`src/hw/rtl/weighted_random_select_defines.svh`:
```
// ----------------------------------------------------------------------------
// Weighted random select assertion macros
// Shared property shorthands, clocked on clk and disabled in reset.
// ----------------------------------------------------------------------------
`ifndef WEIGHTED_RANDOM_SELECT_DEFINES_SVH
`define WEIGHTED_RANDOM_SELECT_DEFINES_SVH

`ifndef NO_ASSERTIONS
// same-cycle implication
`define WRS_ASSERT_IMP(label, cond, prop) \
	label: assert property (@(posedge clk) disable iff (!arst_n) (cond) |-> (prop)) \
		else $error("assertion failed");
// next-cycle implication
`define WRS_ASSERT_NXT(label, cond, prop) \
	label: assert property (@(posedge clk) disable iff (!arst_n) (cond) |=> (prop)) \
		else $error("assertion failed");
`else
`define WRS_ASSERT_IMP(label, cond, prop)
`define WRS_ASSERT_NXT(label, cond, prop)
`endif

`endif

```
`src/hw/rtl/wrs_pkg.sv`:
```
// ----------------------------------------------------------------------------
// Weighted random select package
// Field widths and fixed constants of the selector.
// ----------------------------------------------------------------------------
`default_nettype none

package wrs_pkg;

	localparam int WEIGHT_W  = 16;  // one slot weight
	localparam int RAND_W    = 31;  // random value field
	localparam int SLOT_W    = 3;   // slot index field
	localparam int SUM_W     = 19;  // eight weights summed
	localparam int NUM_REGS  = 8;   // weight registers
	localparam int REG_IDX_W = 3;
	localparam int ADDR_W    = 5;   // byte address of the weight registers
	localparam int PFX_LVLS  = 3;   // levels of the prefix-sum tree
	localparam int DATA_W    = 32;  // APB data
	localparam int IN_TDATA_W  = 32;
	localparam int OUT_TDATA_W = 8;

	localparam logic [1:0] CFG_HOLD = 2'(PFX_LVLS - 1);

endpackage

`default_nettype wire

```
`src/hw/rtl/weighted_random_select.sv`:
```
// ----------------------------------------------------------------------------
// Weighted random select
// Picks a slot with probability proportional to its programmed weight.
// ----------------------------------------------------------------------------
// Usage:
//   Program the slot weights over the APB port (weight i at byte address 4*i,
//   a weight of zero leaves the slot out). Each transfer on the s_ channel
//   carries one random value; each transfer on the m_ channel returns one
//   selection: m_tuser says whether a slot was chosen (zero when all weights
//   are zero) and m_tdata holds the slot index.
//   The pipeline holds one input stage, 31 remainder stages (one quotient
//   bit of the 31-bit random value per stage, a 20-bit compare and subtract
//   each) and one scan stage that compares the remainder against all prefix
//   sums. It takes one request per cycle while s_tready is high.
//   The prefix sums of the weights run through a three-level registered tree,
//   so s_tready stays low in the access cycle of a register write and while
//   the hold counter hold_q counts down after it.
//   Reset clears all weights and empties the pipeline. When the receiver
//   stalls, results stay in the pipeline; bubbles close up and s_tready drops
//   only once every stage holds an item.
// ----------------------------------------------------------------------------
`default_nettype none

`include "weighted_random_select_defines.svh"

module weighted_random_select #(
	parameter int SLOTS = 8
) (
	input  wire logic                            clk,
	input  wire logic                            arst_n,
	// APB configuration
	input  wire logic                            psel,
	input  wire logic                            penable,
	input  wire logic                            pwrite,
	input  wire logic [wrs_pkg::ADDR_W-1:0]      paddr,
	input  wire logic [wrs_pkg::DATA_W-1:0]      pwdata,
	output logic      [wrs_pkg::DATA_W-1:0]      prdata,
	output logic                                 pready,
	// request stream
	input  wire logic                            s_tvalid,
	output logic                                 s_tready,
	input  wire logic [wrs_pkg::IN_TDATA_W-1:0]  s_tdata,   // [30:0] random_value
	// result stream
	output logic                                 m_tvalid,
	input  wire logic                            m_tready,
	output logic      [wrs_pkg::OUT_TDATA_W-1:0] m_tdata,   // [2:0] selected_slot
	output logic                                 m_tuser    // [0] selected_valid
);

	localparam int SUM_W  = wrs_pkg::SUM_W;
	localparam int RAND_W = wrs_pkg::RAND_W;
	localparam int NSTG   = RAND_W + 2;  // input, remainder steps, scan
	localparam int LAST   = NSTG - 1;

	// ------------------------------------------------------------------
	// Configuration registers
	// ------------------------------------------------------------------
	logic [wrs_pkg::WEIGHT_W-1:0]  weight_q [wrs_pkg::NUM_REGS];
	logic [1:0]                    hold_q;
	logic                          cfg_wr;
	logic [wrs_pkg::REG_IDX_W-1:0] cfg_idx;

	assign pready  = 1'b1;
	assign cfg_wr  = psel && penable && pwrite;
	assign cfg_idx = paddr[wrs_pkg::ADDR_W-1:2];
	assign prdata  = wrs_pkg::DATA_W'(weight_q[cfg_idx]);

	always_ff @(posedge clk or negedge arst_n) begin
		if (!arst_n) begin
			for (int i = 0; i < wrs_pkg::NUM_REGS; i++) begin
				weight_q[i] <= '0;
			end
			hold_q <= '0;
		end else begin
			if (cfg_wr) begin
				weight_q[cfg_idx] <= pwdata[wrs_pkg::WEIGHT_W-1:0];
				hold_q            <= wrs_pkg::CFG_HOLD;
			end else if (hold_q != '0) begin
				hold_q <= hold_q - 2'd1;
			end
		end
	end

	// ------------------------------------------------------------------
	// Prefix sums of the weights, log-step tree with a register per level
	// ------------------------------------------------------------------
	logic [SUM_W-1:0] pfx_q [wrs_pkg::PFX_LVLS][SLOTS];
	logic [SUM_W-1:0] total;

	for (genvar d = 0; d < wrs_pkg::PFX_LVLS; d++) begin : g_lvl
		for (genvar i = 0; i < SLOTS; i++) begin : g_slot
			logic [SUM_W-1:0] own;
			logic [SUM_W-1:0] far;

			if (d == 0) begin : g_base
				assign own = SUM_W'(weight_q[i]);
				if (i >= 1) begin : g_add
					assign far = SUM_W'(weight_q[i-1]);
				end else begin : g_none
					assign far = '0;
				end
			end else begin : g_upper
				assign own = pfx_q[d-1][i];
				if (i >= (1 << d)) begin : g_add
					assign far = pfx_q[d-1][i-(1 << d)];
				end else begin : g_none
					assign far = '0;
				end
			end

			always_ff @(posedge clk or negedge arst_n) begin
				if (!arst_n) begin
					pfx_q[d][i] <= '0;
				end else begin
					pfx_q[d][i] <= own + far;
				end
			end
		end
	end

	assign total = pfx_q[wrs_pkg::PFX_LVLS-1][SLOTS-1];

	// ------------------------------------------------------------------
	// Pipeline control: each stage advances when empty or when the next one does
	// ------------------------------------------------------------------
	logic             v_s   [NSTG];
	logic             en    [NSTG];
	logic [RAND_W-1:0] rnd_s [LAST];
	logic [SUM_W-1:0]  rem_s [LAST];
	logic                     sel_valid_s;
	logic [wrs_pkg::SLOT_W-1:0] sel_slot_s;

	always_comb begin
		en[LAST] = !v_s[LAST] || m_tready;
		for (int k = LAST - 1; k >= 0; k--) begin
			en[k] = !v_s[k] || en[k+1];
		end
	end

	assign s_tready = en[0] && (hold_q == '0) && !cfg_wr;

	always_ff @(posedge clk or negedge arst_n) begin
		if (!arst_n) begin
			for (int k = 0; k < NSTG; k++) begin
				v_s[k] <= 1'b0;
			end
		end else begin
			if (en[0]) begin
				v_s[0] <= s_tvalid && s_tready;
			end
			for (int k = 1; k < NSTG; k++) begin
				if (en[k]) begin
					v_s[k] <= v_s[k-1];
				end
			end
		end
	end

	// input stage
	always_ff @(posedge clk) begin
		if (en[0]) begin
			rnd_s[0] <= s_tdata[RAND_W-1:0];
			rem_s[0] <= '0;
		end
	end

	// remainder stages: shift in one random bit, subtract the total if it fits
	for (genvar k = 1; k < LAST; k++) begin : g_div
		logic [SUM_W:0] trial;
		logic [SUM_W:0] diff;

		assign trial = {rem_s[k-1], rnd_s[k-1][RAND_W-k]};
		assign diff  = trial - {1'b0, total};

		always_ff @(posedge clk) begin
			if (en[k]) begin
				rnd_s[k] <= rnd_s[k-1];
				rem_s[k] <= (trial >= {1'b0, total}) ? diff[SUM_W-1:0] : trial[SUM_W-1:0];
			end
		end
	end

	// scan stage: first slot whose prefix sum exceeds the remainder
	logic [wrs_pkg::SLOT_W-1:0] scan_slot;

	always_comb begin
		scan_slot = '0;
		for (int i = SLOTS - 1; i >= 0; i--) begin
			if (rem_s[LAST-1] < pfx_q[wrs_pkg::PFX_LVLS-1][i]) begin
				scan_slot = wrs_pkg::SLOT_W'(i);
			end
		end
	end

	always_ff @(posedge clk) begin
		if (en[LAST]) begin
			sel_valid_s <= (total != '0);
			sel_slot_s  <= (total != '0) ? scan_slot : '0;
		end
	end

	assign m_tvalid = v_s[LAST];
	assign m_tuser  = sel_valid_s;
	assign m_tdata  = wrs_pkg::OUT_TDATA_W'(sel_slot_s);

	// ------------------------------------------------------------------
	// Assertions
	// ------------------------------------------------------------------
	`WRS_ASSERT_NXT(a_hold_after_cfg, cfg_wr, !s_tready)
	`WRS_ASSERT_NXT(a_accept_enters, s_tvalid && s_tready, v_s[0])
	`WRS_ASSERT_IMP(a_none_is_zero, m_tvalid && !m_tuser, sel_slot_s == '0)
	`WRS_ASSERT_IMP(a_slot_in_range, m_tvalid && m_tuser, 32'(sel_slot_s) < SLOTS)

endmodule

`default_nettype wire

```
`config.mk`:
```
export PLATFORM = sky130hd
export DESIGN_NAME = weighted_random_select
export DESIGN_NICKNAME = d
export VERILOG_FILES = /design/src/hw/rtl/wrs_pkg.sv /design/src/hw/rtl/weighted_random_select.sv
export VERILOG_INCLUDE_DIRS = /design/src /design/src/hw/rtl
export SDC_FILE = /design/constraint.sdc
export NUM_CORES = 2
export LEC_CHECK = 0
export BUFFER_PORTS_ARGS = -buffer_cell sky130_fd_sc_hd__buf_2
export CAP_MARGIN = 40
export CORE_UTILIZATION = 35
export DETAILED_ROUTE_END_ITERATION = 8
export PLACE_DENSITY = 0.49
export SLEW_MARGIN = 20
export SYNTH_ARGS = -nofsm -noshare
export SYNTH_HDL_FRONTEND = slang
export SYNTH_SLANG_ARGS = --single-unit
```
`constraint.sdc`:
```
create_clock -name clk -period 5.8 [get_ports clk]
set_clock_uncertainty 0.2 [all_clocks]
set_input_delay 0.58 -clock clk [delete_from_list [all_inputs] [get_ports clk]]
set_output_delay 0.58 -clock clk [all_outputs]
set_load 0.02 [all_outputs]
```
== Word-level counts from Yosys, hierarchy flattened ==
Memories as Yosys holds them, arrays and structs flattened.
Cells that the tools add are included.

* Register bits: 588
* Word-level logic and storage cells: 354
* Memory bits (writable): 1600
* Output and inout port bits: 44
* Input bits: 76
* Memories: 2

* Magnitude comparators: 41
* Bitwise operators: 2
* $add $sub $neg: 49
* Reductions and logical operators: 80
* Muxes and demuxes: 110

{| class="wikitable"
|+ Memory list
! memory !! words !! width !! rd ports !! clocked after memory_dff !! wr ports !! line !! RTL
|-
| rnd_s || 32 || 31 || 31 || 0 || 32 || weighted_random_select.sv:128 || <nowiki>logic [RAND_W-1:0] rnd_s [LAST];</nowiki>
|-
| rem_s || 32 || 19 || 32 || 0 || 32 || weighted_random_select.sv:129 || <nowiki>logic [SUM_W-1:0] rem_s [LAST];</nowiki>
|}

{| class="wikitable"
|+ Operators by type and width
! cell !! number
|-
| $ge A20 B19 Y1 || 31
|-
| $mux W19 || 31
|-
| $sub A19 B19 Y19 || 31
|-
| $bwmux W128 || 1
|-
| $add A16 B16 Y17 || 7
|-
| $add A17 B17 Y18 || 5
|-
| $lt A19 B19 Y1 || 4
|-
| $mux W1 || 65
|-
| $bmux W16 S3 || 1
|-
| $demux W16 S3 || 1
|-
| $mux W16 || 3
|-
| $add A18 B18 Y19 || 2
|-
| $lt A19 B18 Y1 || 2
|-
| $logic_not A1 Y1 || 34
|-
| $logic_or A1 B1 Y1 || 33
|-
| $add A18 B16 Y19 || 1
|-
| $add A18 B17 Y19 || 1
|-
| $lt A19 B16 Y1 || 1
|-
| $lt A19 B17 Y1 || 1
|-
| $reduce_bool A19 Y1 || 1
|-
| $add A17 B16 Y18 || 1
|-
| $mux W3 || 4
|-
| $mux W2 || 4
|-
| $logic_and A1 B1 Y1 || 6
|-
| 10 further kinds || 11
|}

== Longest topological paths before layout ==
* Depth in word-level cells: 37
* Depth in mapped cells: 14
* Gate-level depth less buffers: 12

== Worst setup path after synthesis ==
OpenSTA, ideal clock, no wires.

* Path type: input to output
* Start: input m_tready
* End: output s_tready
* Data required time: 5.020 ns
* Buffers on the path: 0
* Arrival: 4.720 ns
* Stages on the path: 11
* Slack: 0.300 ns
* Cells stage by stage: nand2b_4 -> nor2_2 -> inv_1 -> nor4_4 -> nand4_2 -> nor3_2 -> and4_1 -> and3_1 -> and2_1 -> nand3_1 -> and3_1

{| class="wikitable"
|+ RTL lines
! what !! line !! RTL
|-
| from (decl) || weighted_random_select.sv:45 || <nowiki>input wire logic m_tready,</nowiki>
|-
| to (decl) || weighted_random_select.sv:41 || <nowiki>output logic s_tready,</nowiki>
|}

==> metrics.md <==
| Metric | Value |
|---|---|
| First-pass GRT wire length | 396000 um |
| Post-route ant nets | 0 |
| Area used by multi-input combinational logic | 48300 um2 |
| Final Cycle Share | 90.5% |
| Post-synthesis async set-or-reset flop share | 34.9% |
| GPL Wtd Cong | 0.894 |
| Setup Viol. Count Final | 0 |
| Clock Latency Late Sink | 0.87 ns |
| Post-DP HPWL | 194000 um |
| Drt pass-1 iters | 5 |
| Max_slew headroom | 27.4% |
| Worst EP required | 5.02 ns |
| Post-place setup slack | 0.890 ns |
| Number of max-cap violations | 0 |
| Port bufs | 78 |
| Share of the synthesized area in the top cell type | 33.5% |
| Largest family of logic cells by synthesized area | adder cells |
| Max incr delay on CP | 0.49 ns |
| CP Max Fanout | 33 |
| Final wirelength | 259000 um |
| Buf+Inv Stages, Crit Path | 3 |
| Post-synth cell types | 96 |
| Ys Warns | 0 |
| Cell taking the most area after synthesis | edfxtp_1 |
| Die Span X | 530 um |
| Most common cell in the netlist | edfxtp_1 |
| Adder-cell share of the synthesized area | 13.7% |
| Avg Cell Area, Syn | 11.7 um2 |
| Final WS setup | 0.549 ns |
| Largest net degree at the start of global routing | 149 |
| Initial core utilization | 35.2% |
| TritonCTS clock tree | yes |
| Setup crit start kind | register |
| Die area | 281000 um2 |
| Max Clk Rate | 190 MHz |
| Clock transition at the registers of the reported paths | 0.06 ns |
| Number of global-route vias before repair | 66800 |
| Sum Neg Setup Slack | 0 ns |
| Post-cts resize count | 0 |
| # hold bufs at CTS | 49 |
| Clock buffer depth | 4 |
| WL/cell | 20.4 um |
| Critical path's slowest cell | nor3_2 |
| Cell row count | 193 |
| Initial antenna violation count | 5 |
| Most frequent cells after synthesis | 1089 x edfxtp_1, 992 x ha_1, 584 x a21oi_1, 584 x dfrtp_1, 506 x mux2_2 |
| Io pins | 120 |
| CTS root buf | clkbuf_16 |
| Top delay family on crit path | simple AND/OR/NAND/NOR gates |
| #FFs+latches synth | 1673 |
| GRT Util Overall | 18.2% |
| Synth area leaders | edfxtp_1 33%, dfrtp_1 15%, ha_1 13%, mux2_2 5.8%, xnor2_1 4.4% |
| Worst reg2reg setup slack | 1.08 ns |
| DR DRC count | 0 |
| Clock buffer count from CTS | 201 |
| Synth Instances | 8379 |
| Setup Crit Path Kind | register to output pin |
| Synth Area in XOR/XNOR | 6.03% |
| EDFF count, synth | 1089 |
| Layout cells sized above 1 | 13.7% |
| Total global routing overflow | 0 |
| Vias per cell | 5.21 |
| Status | finished clean |
| CORE AREA | 277000 um2 |
| Final hold violations | 0 |
| Post-synthesis cell area | 97600 um2 |
| Fill count | 26200 |
| Vias | 65900 |
| Min Tclk post-route | 5.25 ns |
| Postcts setup bufs | 0 |
| CP arrival | 4.47 ns |
| CP endpoint kind | output pin |
| Clock sink count | 1673 |
| HP Class | input pin to register |
| RSZ-0062 raised after global routing | false |
| Total number of H-tree levels | 4 |
| Compound-cell area share of the yosys netlist | 12.9% |
| Die span in y | 530 um |
| Simple-gate portion of the synthesized area | 9.54% |
| First DRT Iteration DRCs | 3652 |
| Register area share after synthesis | 48.5% |
| Ys flop type | edfxtp_1 |
| Final cell utilization of the core | 40.2% |
| Critical Path, Cell by Cell | nand2b_4 -> nor2_2 -> inv_1 -> nor4_4 -> nand4_2 -> nor3_2 -> and4_1 -> and3_1 -> and2_1 -> nand3_2 -> buf_4 -> and3_1 -> buf_2 |
| P&R area growth vs syn | 13.9% |
| CP most frequent cell | and3_1 |
| Slew Limit Fails | 0 |
| Post-synthesis mux area share | 7.08% |
| Final nets | 9883 |
| Reg area | 47300 um2 |
| Worst-Margin Slew | 1.09 ns |
==> cell type report <==
| class | count | area share [%] |
|---|---|---|
| inverter | 434 | 1.46 |
| antenna | 5 | 0.0112 |
| sequential | 1673 | 42.5 |
| tap | 3705 | 4.17 |
| clock inverter | 131 | 1.35 |
| timing repair buffer | 281 | 2.24 |
| clock buffer | 243 | 4.83 |
| multi-input combinational | 6177 | 43.4 |
==> per-stage QoR <==
| step | hold WS [ns] | area [um2] | std cells |
|---|---|---|---|
| after floorplan | 0.0844 | 97700 | 8399 |
| after global placement | 0.165 | 103000 | 12200 |
| after detailed placement | 0.171 | 104000 | 12200 |
| after CTS | 0.0231 | 111000 | 12600 |
| after global routing | 0.0432 | 111000 | 12600 |
| final | 0.0730 | 111000 | 12600 |
==> final timing paths <==
path,cells past startpoint,startpoint,end
setup reg to reg,12,total[0]$_DFF_PN0_,rem_s[0][212]$_DFFE_PP_
hold reg to reg,0,g_lvl[1].g_slot[0].own[0]$_DFF_PN0_,g_lvl[2].g_slot[0].own[0]$_DFF_PN0_
setup / recovery,13,m_tvalid$_DFFE_PN0P_,s_tready
max in group asynchronous,3,arst_n,g_lvl[1].g_slot[1].own[9]$_DFF_PN0_
min in group asynchronous,2,arst_n,pfx_q[37]$_DFF_PN0_
hold / removal,3,m_tready,m_tvalid$_DFFE_PN0P_
==> worst min-delay path, delay by kind of cell <==
family	cells	cell delay, ns
buf+inv	1	0.17
simple gates	2	0.34
==> routing by layer <==
metal	vias up	track usage, %	wire, um
li1	32100	-	-
met1	32300	24.9	122000
met2	1171	30.3	121000
met3	363	2.07	9070
met4	0	5.17	6890
met5	-	0	0
==> logic make-up (layout without fill, tap and decap cells) <==
| kind of cell | count (synthesis) | after routing |
|---|---|---|
| AO/OA/AOI/OAI | 1976 | 1976 |
| XOR/XNOR | 672 | 672 |
| adder cells (fa/ha/maj) | 1039 | 1039 |
| buffers and inverters | 549 | 1089 |
| flip-flops | 1673 | 1673 |
| multiplexers | 621 | 621 |
| other | 2 | 27 |
| AND/OR/NAND/NOR | 1847 | 1847 |
==> cell usage in the layout (no fill, tap or decap), types with 74 or more instances in the layout <==
cell type	netlist	final
or3_1	74	74
clkbuf_16	0	203
a21o_1	215	215
xnor2_1	487	487
nor3_1	189	187
nand2b_1	135	135
o21a_1	120	120
a31oi_1	107	107
inv_1	432	411
mux2i_1	88	88
nor2_1	466	465
a211oi_1	74	74
dfrtp_1	584	582
edfxtp_1	1089	1089
nand2_1	330	323
mux2_2	506	506
buf_2	30	77
nor2b_1	165	165
buf_4	29	107
xor2_1	185	185
nand4_1	96	96
nand3_1	123	118
ha_1	992	992
o21ai_0	432	429
a21oi_1	584	582
==> registers in the layout, indices dropped and copies added (netlist names), 2 cells and up <==
signal,flops
rem_s,589
rnd_s,496
g_lvl.g_slot.own,404
pfx_q,126
v_s,32
total,19
sel_slot_s,3
hold_q,2
Power is not shown: default switching activity piles up to over one toggle a cycle in this logic, so the estimate is an artifact.
